--- src/sv/usd_pkg.sv ---
// Shared types, constants and helper functions of the UTF-8 stream decoder.
`timescale 1ns / 1ps

package usd_pkg;

    // Replacement character for any invalid or truncated sequence
    localparam logic [20:0] REPL_CP    = 21'h00FFFD;

    // Lead byte thresholds
    localparam logic [7:0]  LEAD_TWO   = 8'hC0;
    localparam logic [7:0]  LEAD_THREE = 8'hE0;
    localparam logic [7:0]  LEAD_FOUR  = 8'hF0;
    localparam logic [7:0]  ASCII_END  = 8'h80;

    // Continuation byte tag (top two bits)
    localparam logic [1:0]  CONT_TAG   = 2'b10;

    // Overlong, surrogate and range limits
    localparam logic [10:0] MIN_TWO    = 11'h080;
    localparam logic [15:0] MIN_THREE  = 16'h0800;
    localparam logic [15:0] SURR_LO    = 16'hD800;
    localparam logic [15:0] SURR_HI    = 16'hDFFF;
    localparam logic [21:0] MIN_FOUR   = 22'h010000;
    localparam logic [21:0] MAX_CP     = 22'h10FFFF;

    // Commands from controller to datapath
    typedef struct packed {
        logic load;   // capture the incoming word into the byte buffer
        logic emit;   // retire one sequence into the output register
    } usd_cmd_t;

    // Status from datapath to controller
    typedef struct packed {
        logic hold;      // head sequence is incomplete and the stream goes on
        logic last;      // the result about to be emitted ends this word's run
        logic out_free;  // output register can take a result this cycle
    } usd_status_t;

    // Bytes needed by a sequence starting with lead byte b
    function automatic logic [2:0] seq_need(input logic [7:0] b);
        logic [2:0] n;
        priority if (b < LEAD_TWO)
            n = 3'd1;
        else if (b < LEAD_THREE)
            n = 3'd2;
        else if (b < LEAD_FOUR)
            n = 3'd3;
        else
            n = 3'd4;
        return n;
    endfunction

endpackage

--- src/sv/usd_in_if.sv ---
// Input channel of the UTF-8 stream decoder: one raw byte per word.
`timescale 1ns / 1ps

interface usd_in_if;
    logic       valid;
    logic       ready;
    logic [7:0] byte_value;
    logic       stream_end;

    modport source (output valid, output byte_value, output stream_end, input ready);
    modport sink   (input valid, input byte_value, input stream_end, output ready);
endinterface

--- src/sv/usd_out_if.sv ---
// Output channel of the UTF-8 stream decoder: one code point per word.
`timescale 1ns / 1ps

interface usd_out_if;
    logic        valid;
    logic        ready;
    logic [20:0] code_point;
    logic        replaced;
    logic [2:0]  seq_length;
    logic        run_final;

    modport source (output valid, output code_point, output replaced,
                    output seq_length, output run_final, input ready);
    modport sink   (input valid, input code_point, input replaced,
                    input seq_length, input run_final, output ready);
endinterface

--- src/sv/utf8_stream_decoder.sv ---
// Top level of the UTF-8 stream decoder with U+FFFD replacement.
`timescale 1ns / 1ps

// Takes a UTF-8 byte stream, one byte per word on the utf8 channel with a
// stream_end flag on the final byte, and returns one code point per word on
// the points channel. Leads C0-DF, E0-EF and F0-FF open sequences of two,
// three and four bytes (F8-FF always fail). Bad continuation bytes, overlong
// forms, surrogates, values above 10FFFF, stray continuation bytes and
// sequences cut short by stream_end each yield U+FFFD with replaced set; only
// the lead byte is consumed and the bytes after it are decoded again. Up to
// three bytes are held between words. run_final marks the last code point
// caused by an input word; a word that only extends a held sequence causes
// none. Sequencing: a word is loaded into the buffer, then the single decode
// unit retires one sequence per cycle while the points channel keeps up, so a
// word yields N results (N from 0 to 4); back-pressure there stalls the
// retiring. The next word is taken as soon as the last result has entered the
// output register, while it still waits to be taken, or as soon as the head
// is found to need more bytes.
module utf8_stream_decoder
    import usd_pkg::*;
(
    input  logic      clk,
    input  logic      rst_n,
    usd_in_if.sink    utf8,
    usd_out_if.source points
);

    usd_cmd_t    cmd;
    usd_status_t status;

    // Sequencing: load a word, then retire sequences until the run ends
    usd_ctrl u_ctrl (
        .clk      (clk),
        .rst_n    (rst_n),
        .in_valid (utf8.valid),
        .in_ready (utf8.ready),
        .status   (status),
        .cmd      (cmd)
    );

    // Buffer, validity checks and output register
    usd_datapath u_datapath (
        .clk        (clk),
        .rst_n      (rst_n),
        .cmd        (cmd),
        .status     (status),
        .byte_value (utf8.byte_value),
        .stream_end (utf8.stream_end),
        .out_valid  (points.valid),
        .out_ready  (points.ready),
        .code_point (points.code_point),
        .replaced   (points.replaced),
        .seq_length (points.seq_length),
        .run_final  (points.run_final)
    );

endmodule

--- src/sv/usd_ctrl.sv ---
// Controller state machine of the UTF-8 stream decoder.
`timescale 1ns / 1ps

module usd_ctrl
    import usd_pkg::*;
(
    input  logic        clk,
    input  logic        rst_n,
    input  logic        in_valid,
    output logic        in_ready,
    input  usd_status_t status,
    output usd_cmd_t    cmd
);

    typedef enum logic [1:0] {
        ST_IDLE   = 2'b01,
        ST_DECODE = 2'b10
    } state_t;

    state_t state_reg;
    state_t state_next;

    always_comb
    begin
        cmd        = '0;
        state_next = state_reg;
        in_ready   = 1'b0;
        unique case (state_reg)
            ST_IDLE:
            begin
                in_ready = 1'b1;
                if (in_valid)
                begin
                    cmd.load   = 1'b1;
                    state_next = ST_DECODE;
                end
            end
            ST_DECODE:
            begin
                // Drop back to idle when the head needs more bytes
                if (status.hold)
                    state_next = ST_IDLE;
                else if (status.out_free)
                begin
                    cmd.emit = 1'b1;
                    if (status.last)
                        state_next = ST_IDLE;
                end
            end
            default:
                state_next = ST_IDLE;
        endcase
    end

    always_ff @(posedge clk or negedge rst_n)
    begin
        if (!rst_n)
            state_reg <= ST_IDLE;
        else
            state_reg <= state_next;
    end

endmodule

--- src/sv/usd_datapath.sv ---
// Datapath of the UTF-8 stream decoder: byte buffer, sequence check, output register.
`timescale 1ns / 1ps

module usd_datapath
    import usd_pkg::*;
(
    input  logic        clk,
    input  logic        rst_n,
    input  usd_cmd_t    cmd,
    output usd_status_t status,
    input  logic [7:0]  byte_value,
    input  logic        stream_end,
    output logic        out_valid,
    input  logic        out_ready,
    output logic [20:0] code_point,
    output logic        replaced,
    output logic [2:0]  seq_length,
    output logic        run_final
);

    // Byte buffer: held bytes plus the newest word, head always at entry 0
    logic [7:0]  buf_reg  [4];
    logic [7:0]  buf_next [4];
    logic [2:0]  count_reg, count_next;
    logic        end_reg, end_next;

    logic        out_valid_reg, out_valid_next;
    logic [20:0] code_point_reg;
    logic        replaced_reg;
    logic [2:0]  seq_length_reg;
    logic        run_final_reg;

    logic [2:0]  need;
    logic        enough;
    logic        cont1, cont2, cont3;
    logic [10:0] v2;
    logic [15:0] v3;
    logic [21:0] v4;
    logic        full_ok;
    logic [20:0] cp_full;
    logic        bad;
    logic [2:0]  used;
    logic [2:0]  count_after;
    logic [2:0]  need_next;
    logic        last;

    assign need   = seq_need(buf_reg[0]);
    assign enough = (count_reg >= need);
    assign cont1  = (buf_reg[1][7:6] == CONT_TAG);
    assign cont2  = (buf_reg[2][7:6] == CONT_TAG);
    assign cont3  = (buf_reg[3][7:6] == CONT_TAG);

    assign v2 = {buf_reg[0][4:0], buf_reg[1][5:0]};
    assign v3 = {buf_reg[0][3:0], buf_reg[1][5:0], buf_reg[2][5:0]};
    assign v4 = {buf_reg[0][3:0], buf_reg[1][5:0], buf_reg[2][5:0], buf_reg[3][5:0]};

    // Check a complete sequence at the head
    always_comb
    begin
        unique case (need)
            3'd1:
            begin
                full_ok = (buf_reg[0] < ASCII_END);
                cp_full = {13'd0, buf_reg[0]};
            end
            3'd2:
            begin
                full_ok = cont1 && (v2 >= MIN_TWO);
                cp_full = {10'd0, v2};
            end
            3'd3:
            begin
                full_ok = cont1 && cont2 && (v3 >= MIN_THREE)
                          && ((v3 < SURR_LO) || (v3 > SURR_HI));
                cp_full = {5'd0, v3};
            end
            default:
            begin
                full_ok = cont1 && cont2 && cont3 && (v4 >= MIN_FOUR) && (v4 <= MAX_CP);
                cp_full = v4[20:0];
            end
        endcase
    end

    // A truncated head is only reached at stream end; otherwise it holds
    assign bad         = !enough || !full_ok;
    assign used        = bad ? 3'd1 : need;
    assign count_after = count_reg - used;
    assign need_next   = seq_need(buf_reg[used[1:0]]);
    assign last        = (count_after == 3'd0) || (!end_reg && (count_after < need_next));

    assign status.hold     = !enough && !end_reg;
    assign status.last     = last;
    assign status.out_free = !out_valid_reg || out_ready;

    // Buffer update: load at the tail, or advance the head by the bytes used
    always_comb
    begin
        logic [2:0] idx;
        idx        = 3'd0;
        buf_next   = buf_reg;
        count_next = count_reg;
        end_next   = end_reg;
        if (cmd.load)
        begin
            buf_next[count_reg[1:0]] = byte_value;
            count_next               = count_reg + 3'd1;
            end_next                 = stream_end;
        end
        else if (cmd.emit)
        begin
            for (int i = 0; i < 4; i++)
            begin
                idx = 3'(i) + used;
                if (idx < 3'd4)
                    buf_next[i] = buf_reg[idx[1:0]];
            end
            count_next = count_after;
        end
    end

    always_comb
    begin
        out_valid_next = out_valid_reg;
        if (cmd.emit)
            out_valid_next = 1'b1;
        else if (out_ready)
            out_valid_next = 1'b0;
    end

    always_ff @(posedge clk or negedge rst_n)
    begin
        if (!rst_n)
        begin
            count_reg     <= 3'd0;
            end_reg       <= 1'b0;
            out_valid_reg <= 1'b0;
        end
        else
        begin
            count_reg     <= count_next;
            end_reg       <= end_next;
            out_valid_reg <= out_valid_next;
        end
    end

    always_ff @(posedge clk)
    begin
        buf_reg <= buf_next;
        if (cmd.emit)
        begin
            code_point_reg <= bad ? REPL_CP : cp_full;
            replaced_reg   <= bad;
            seq_length_reg <= used;
            run_final_reg  <= last;
        end
    end

    assign out_valid  = out_valid_reg;
    assign code_point = code_point_reg;
    assign replaced   = replaced_reg;
    assign seq_length = seq_length_reg;
    assign run_final  = run_final_reg;

    // Every retired sequence consumes at least one buffered byte
    assert property (@(posedge clk) disable iff (!rst_n)
        cmd.emit |=> (count_reg < $past(count_reg)))
        else $error("emit did not consume buffered bytes");

    // No more than three bytes are ever held when a word arrives
    assert property (@(posedge clk) disable iff (!rst_n)
        cmd.load |-> (count_reg <= 3'd3))
        else $error("byte buffer overflow on load");

    // A replacement always stands for exactly one byte
    assert property (@(posedge clk) disable iff (!rst_n)
        (out_valid_reg && replaced_reg) |-> ((seq_length_reg == 3'd1)
                                             && (code_point_reg == REPL_CP)))
        else $error("replacement with wrong length or value");

    // At stream end the last result leaves the buffer empty
    assert property (@(posedge clk) disable iff (!rst_n)
        (cmd.emit && last && end_reg) |=> (count_reg == 3'd0))
        else $error("bytes left over after end of stream");

endmodule

--- src/flat_wrapper.sv ---
// flat-port wrapper written by rule: the top's interface ports become plain ports
module utf8_stream_decoder_flat import usd_pkg::*;
  (clk, rst_n, utf8_valid, utf8_byte_value, utf8_stream_end, utf8_ready, points_valid, points_code_point, points_replaced, points_seq_length, points_run_final, points_ready);
  usd_in_if utf8_i ();
  usd_out_if points_i ();
  input  logic clk;
  input  logic rst_n;
  input wire logic [$bits(utf8_i.valid)-1:0] utf8_valid;
  input wire logic [$bits(utf8_i.byte_value)-1:0] utf8_byte_value;
  input wire logic [$bits(utf8_i.stream_end)-1:0] utf8_stream_end;
  output wire logic [$bits(utf8_i.ready)-1:0] utf8_ready;
  output wire logic [$bits(points_i.valid)-1:0] points_valid;
  output wire logic [$bits(points_i.code_point)-1:0] points_code_point;
  output wire logic [$bits(points_i.replaced)-1:0] points_replaced;
  output wire logic [$bits(points_i.seq_length)-1:0] points_seq_length;
  output wire logic [$bits(points_i.run_final)-1:0] points_run_final;
  input wire logic [$bits(points_i.ready)-1:0] points_ready;
  assign utf8_i.valid = utf8_valid;
  assign utf8_i.byte_value = utf8_byte_value;
  assign utf8_i.stream_end = utf8_stream_end;
  assign utf8_ready = utf8_i.ready;
  assign points_valid = points_i.valid;
  assign points_code_point = points_i.code_point;
  assign points_replaced = points_i.replaced;
  assign points_seq_length = points_i.seq_length;
  assign points_run_final = points_i.run_final;
  assign points_i.ready = points_ready;
  utf8_stream_decoder u_core (.clk(clk), .rst_n(rst_n), .utf8(utf8_i), .points(points_i));
endmodule
--- config.mk ---
export PLATFORM = sky130hd
export DESIGN_NAME = utf8_stream_decoder_flat
export DESIGN_NICKNAME = d
export VERILOG_FILES = /design/src/sv/usd_pkg.sv /design/src/sv/usd_in_if.sv /design/src/sv/usd_out_if.sv /design/src/sv/utf8_stream_decoder.sv /design/src/sv/usd_ctrl.sv /design/src/sv/usd_datapath.sv /design/src/flat_wrapper.sv
export SDC_FILE = /design/constraint.sdc
export NUM_CORES = 1
export LEC_CHECK = 0
export ABC_AREA = 1
export BUFFER_PORTS_ARGS = -buffer_cell sky130_fd_sc_hd__buf_4
export CORE_AREA = 10 10 127 129
export CTS_BUF_LIST = sky130_fd_sc_hd__clkbuf_2
export DETAILED_ROUTE_END_ITERATION = 10
export DIE_AREA = 0 0 137 139
export REMOVE_ABC_BUFFERS = 1
export SETUP_SLACK_MARGIN = 0.02
export SYNTH_ARGS = -nofsm -noshare
export SYNTH_HDL_FRONTEND = slang
export SYNTH_SLANG_ARGS = --single-unit
--- constraint.sdc ---
create_clock -name clk -period 6.6 [get_ports clk]
set_input_delay 0.99 -clock clk [delete_from_list [all_inputs] [get_ports clk]]
set_output_delay 0.99 -clock clk [all_outputs]
set_load 0.1 [all_outputs]
# Word level (Yosys, flattened, before mapping)
# Cells that the tools add are included.
# Widths: inputs -> output; s select.
# totals
output_inout_bits	28
word_cells	133
ff_bits	65
in_bits	13
# op_classes
n_lt_le_gt_ge	25
n_reduce_logical	30
n_eq_ne	11
bitwise	5
muxes	45
n_addsub	5
# op_table
op	count
$mux 8	13
$bmux 8 s2	4
$mux 32	2
$pmux 21 s3	1
$lt 8x8->1 const B	7
$bwmux 32	1
$mux 3	9
$ge 22x17->1 const B	1
$le 22x21->1 const B	1
$demux 8 s2	1
$ge 16x12->1 const B	1
$gt 16x16->1 const B	1
$lt 16x16->1 const B	1
$ge 3x3->1 const B	5
$not 2->3	5
$lt 3x3->1 const B	4
$reduce_bool 2->1	6
$ge 11x8->1 const B	1
$logic_and 1x1->1	10
$eq 2x2->1 const B	4
$mux 1	8
$mux 2	4
$reduce_and 2->1	4
$add 2x3->3 const A	2
18 further kinds	25

# Longest topological paths before layout
# logic_depth
ltp_word	24
depth_mapped	27
mapped_depth_nobuf	26

# Hierarchy
# A second synthesis with hierarchy kept.
# unflattened
cells_unflattened	478
area_unflattened_um2	4107.7
# modules_own_cells
module	area_each_um2	cells_each	seq_area_each_um2	instances
usd_datapath	4000.1	463	1866.8	1
usd_ctrl	107.6	15	51.3	1

# Least setup slack after synthesis
# No wires, ideal clock.
# synth_path
path_kind	register to register
from	reg u_core.u_datapath.buf_reg[28] (netlist bit)
to	reg u_core.u_datapath.buf_reg[16] (netlist bit), enable pin
arrival_ps	4408
setup_ps	398
path_stages_with_launch	15
path_slack_ps	1794
t_required_ps	6202
cell_sequence	edfxtp_1 nand2_1 nor2_1 buf_4 inv_2 buf_2 ha_1 nand3b_1 nand3_1 inv_1 nand2_1 nand2_1 nor2_1 inv_1 o41ai_1
# synth_lines
element	line_no	source
start: declaration	usd_datapath.sv:22	logic [7:0] buf_reg [4];
start signal: assignment	usd_datapath.sv:149	buf_reg <= buf_next;

# Worst setup path after layout
# layout_path
from	reg u_core.u_datapath.buf_reg[28] (netlist bit)
to	reg u_core.u_ctrl.state_reg[1]
# layout_between
elab_chain_cells	22
word_cells_on_any_way	39
cone_classes	add/sub (1); order compare (10); eq/ne (5); mux (13); bitwise (1); reduce/logical (9)
# layout_lines
element	line_no	source
$lt 8x8->1	usd_pkg.sv:46	else if (b < LEAD_FOUR)
$mux 3	usd_pkg.sv:46	
$mux 3	usd_pkg.sv:44	else if (b < LEAD_THREE)
$mux 3	usd_pkg.sv:42	priority if (b < LEAD_TWO)
$eq 3x2->1 or $eq 3x1->1 (tied branches)	usd_datapath.sv:60	unique case (need)
$pmux 1 s3	usd_datapath.sv:60	
$logic_not 1->1	usd_datapath.sv:86	assign bad = !enough || !full_ok;
$logic_or 1x1->1	usd_datapath.sv:86	
(+7 left out)	n/a	
$mux 3	usd_pkg.sv:44	
$mux 3	usd_pkg.sv:42	
$lt 3x3->1	usd_datapath.sv:90	assign last = (count_after == 3'd0) || (!end_reg && (count_after < need_next));
$logic_and 1x1->1	usd_datapath.sv:90	
$logic_or 1x1->1 *	usd_datapath.sv:90	
via u_core.u_datapath.last	usd_datapath.sv:45	logic last;
$ne 3x2->1 (no source line) *	n/a	
$reduce_and 3->1 (no source line) *	n/a	
end signal: assignment	usd_ctrl.sv:60	state_reg <= state_next;
end: declaration	usd_ctrl.sv:20	state_t state_reg;
# The timed path passes the listed nets; every way through them passes the cells marked *. The select of a mux whose other input is x is not followed.
# A chain may end at the register's enable or synchronous reset.

==> summary.txt <==
Clocking
  – CTS resizes: 0
  – Reg clk slew, reported paths: around 200 ps
  – Hold_buf cts: 0
  – Worst skew pair latency: 530 ps
  – Setup bufs post-CTS: 0
  – CTS root buf: clkbuf_2
  – Clk sinks: 65
  – H-tree Lvls: 3
  – CTS tree: done
  – Max Root-Sink Buffers: 2
  – CTS Buf Count: 9

Worst setup path
  – CP Cell Sequence: nand2_1 -> nor2_1 -> inv_2 -> nand2_4 -> inv_2 -> ha_1 -> nand3_1 -> nand3_1 -> inv_1 -> nor2_4 -> nand3_1 -> ha_1 -> fa_1 -> xor2_1 -> xor2_1 -> ha_1 -> a211o_1 -> inv_1 -> nand2_1 -> nand2_2 -> nand2_1 -> nand2_1 -> nand2_1
  – CP Capture Type: flop
  – Worst EP required: about 7000 ps
  – Crit Reg-Reg Startpoint: u_core.u_datapath.buf_reg[28]
  – Startpoint Class: flop
  – Critical path type: flop to flop
  – Reg2reg path depth: 23
  – Setup slack, reg-to-reg: 1640 ps
  – Crit path DAT: 5340 ps
  – Delay-heaviest family, CP: simple AND/OR/NAND/NOR gates
  – Largest incremental delay on the critical path: approximately 670 ps
  – Crit. Startpoint: u_core.u_datapath.buf_reg[28]
  – Worst path slowest cell: nor2_1
  – Critical Path Most Common Cell: nand2_1
  – CP endpoint: u_core.u_ctrl.state_reg[1]
  – Crit path depth: 23
  – Worst Path Buf+Inv: 4
  – Critical R2R Capture: u_core.u_ctrl.state_reg[1]
  – CP max FO: 11

Pwr
  – Peak VDD IR: 0.000158 V
  – Lkg Pwr: 0.00191 uW
  – Pwr dens: slightly below 600 nW/um^2

Timing
  – Final Hold Fails: 0
  – Final setup skew: between 30 and 40 ps
  – Fmax: 0.202 GHz
  – Final setup TNS: 0 ps
  – Max-slew headroom: 31.9%
  – RSZ-0062 raised after global routing: no
  – Final setup viols: 0
  – Worst setup margin: 1640 ps
  – Worst-margin pin slew: 1010 ps
  – Min Tclk post-route: 4960 ps
  – Slew Viols, Final: 0
  – Fin crit share: between 70% and 80%

Detailed routing
  – Post-Route WL: 11.8 mm
  – Drt first-iter violations: about 530
  – WL/cell: 17.2 um
  – Routed Antenna Nets: 0
  – Vias per inst: 5.25
  – Via count: about 3600
  – DR DRC count: 0
  – Drt pass-1 iters: 6

Global routing
  – GRT Resource Usage Total: between 10% and 20%
  – Initial antenna violation count: 1
  – Largest net degree at the start of global routing: 29
  – First-pass GRT wire length: about 18 mm
  – Vias in the first global route: 3375
  – Remaining global-route overflow: 0

Finish
  – Synthesis-to-layout area growth: 15.6%
  – Commonest non-fill, non-tap cells in the layout: nand2_1, edfxtp_1, inv_1
  – Most common cell after layout, fill and taps aside: nand2_1
  – Fraction of layout instances using a drive strength above 1: 17.4%
  – Final Cell Area: roughly 4600 sq um
  – Post-layout util: approximately a third
  – Max FFs per register: 32
  – Fin nets: 527
  – Fin cells: 687

Run
  – Maxcap violations: 0

Placed design
  – Placed insts: approximately 670
  – Placed Area: 4510 sq um
  – Place WS: 1760 ps
  – Final GP Congestion: 0.951
  – Hpwl dp: 8.86 mm
  – Port bufs: 40

Synthesis
  – Dominant synthesized flop cell: edfxtp_1
  – Syn_area_per_cell: 8.69 sq um
  – Synth warn: 0
  – Ys async rst share: 10.8%
  – Post-synth EDFFs: between 50 and 60
  – FF+latch count, synth: 65
  – Gate Count Post-Synth: around 460
  – Distinct cells, synth: between 40 and 50
  – Post-Synthesis Cell Area: 4020 sq um
  – Sequential fraction of the synthesis area: about 48%

Hold path
  – Hold crit path type: input pin to asynchronous set/reset pin

Floorplan
  – Initial core utilization: 29.4%
  – Core area: 13700 sq um
  – Num ports: 41
  – # rows: 43
  – Die area: 19000 sq um
  – Die height: 139 um
  – DIE WIDTH: 137 um

Outcome
  – Status: finished, final reports clean
[report_power, final]
part	switching (uW)	internal, uW	total [uW]
combinational	1160	456	1620
sequential	116	696	812
clock	153	125	278
[layout make-up]
cell class	count	area, sq um
Fill cell	1415	9020
Timing Repair Buffer	42	315
Multi-Input combinational cell	323	1820
Inverter	61	233
Clock buffer	10	50.0
Clock inverter	5	81.3
Antenna cell	1	2.50
Tap cell	180	225
Sequential cell	65	1920
[synthesized netlist by cell type (4+ instances only)]
cell type,number,area share (%)
nor2_4,4,1.1
edfxtp_1,58,43
o22ai_1,23,3.6
o21ai_1,12,1.5
o221ai_1,13,2.8
o21ai_0,36,4.5
ha_1,11,3.4
nand2_1,97,9.1
a221oi_1,5,1.1
o211ai_1,4,0.75
clkbuf_1,7,0.65
dfrtp_1,6,3.7
nand3_1,25,3.1
a21oi_1,13,1.6
nor2_1,49,4.6
inv_1,52,4.9
nand2_2,4,0.62
inv_2,7,0.65
[worst register-to-register path, cell delays in order, from the launching register on]
cell and delay, ps:
edfxtp_1 550, nand2_1 110, nor2_1 670, inv_2 300, nand2_4 200, inv_2 90, ha_1 280, nand3_1 70
nand3_1 210, inv_1 140, nor2_4 170, nand3_1 90, ha_1 200, fa_1 370, xor2_1 190, xor2_1 280
ha_1 300, a211o_1 290, inv_1 50, nand2_1 60, nand2_2 60, nand2_1 60, nand2_1 50, nand2_1 40
[worst min path at each step]
stage                                 start                               to  slack (ps)  cells past startpoint
3_5_place_dp   u_core.u_datapath.buf_reg[8]  u_core.u_datapath.code_point[0]         570                      2
4_1_cts                               rst_n        u_core.u_datapath.end_reg         230                      1
6_report                              rst_n        u_core.u_datapath.end_reg         250                      1
5_1_grt                               rst_n       u_core.u_ctrl.state_reg[1]         220                      1
3_3_place_gp      u_core.u_datapath.end_reg        u_core.u_datapath.end_reg         580                      2
2_1_floorplan     u_core.u_datapath.end_reg        u_core.u_datapath.end_reg         530                      2
[kinds of logic after synthesis]
| kind of cell | Yosys count | synth area share [%] |
|---|---|---|
| adder cells (fa/ha/maj) | 12 | 3.93 |
| AO/OA/AOI/OAI | 114 | 17.5 |
| AND/OR/NAND/NOR | 194 | 23.0 |
| buffers and inverters | 74 | 7.20 |
| XOR/XNOR | 3 | 0.654 |
| flip-flops | 65 | 47.8 |
[layer usage]
metal | share of wire [%] | up-vias | track usage, %
met5 | 0 | - | 0
li1 | - | 1703 | -
met2 | 43 | 206 | 17.6
met4 | 2.5 | 0 | 5.33
met3 | 11 | 27 | 2.50
met1 | 44 | 1668 | 17.1
[metrics by stage]
stage	total power, uW	hold slack [ps]
2_1_floorplan	2000	531
3_3_place_gp	2390	580
3_5_place_dp	2410	573
4_1_cts	2690	231
5_1_grt	2900	220
6_report	2710	254
Note: power is estimated with default switching activity, not from simulation.
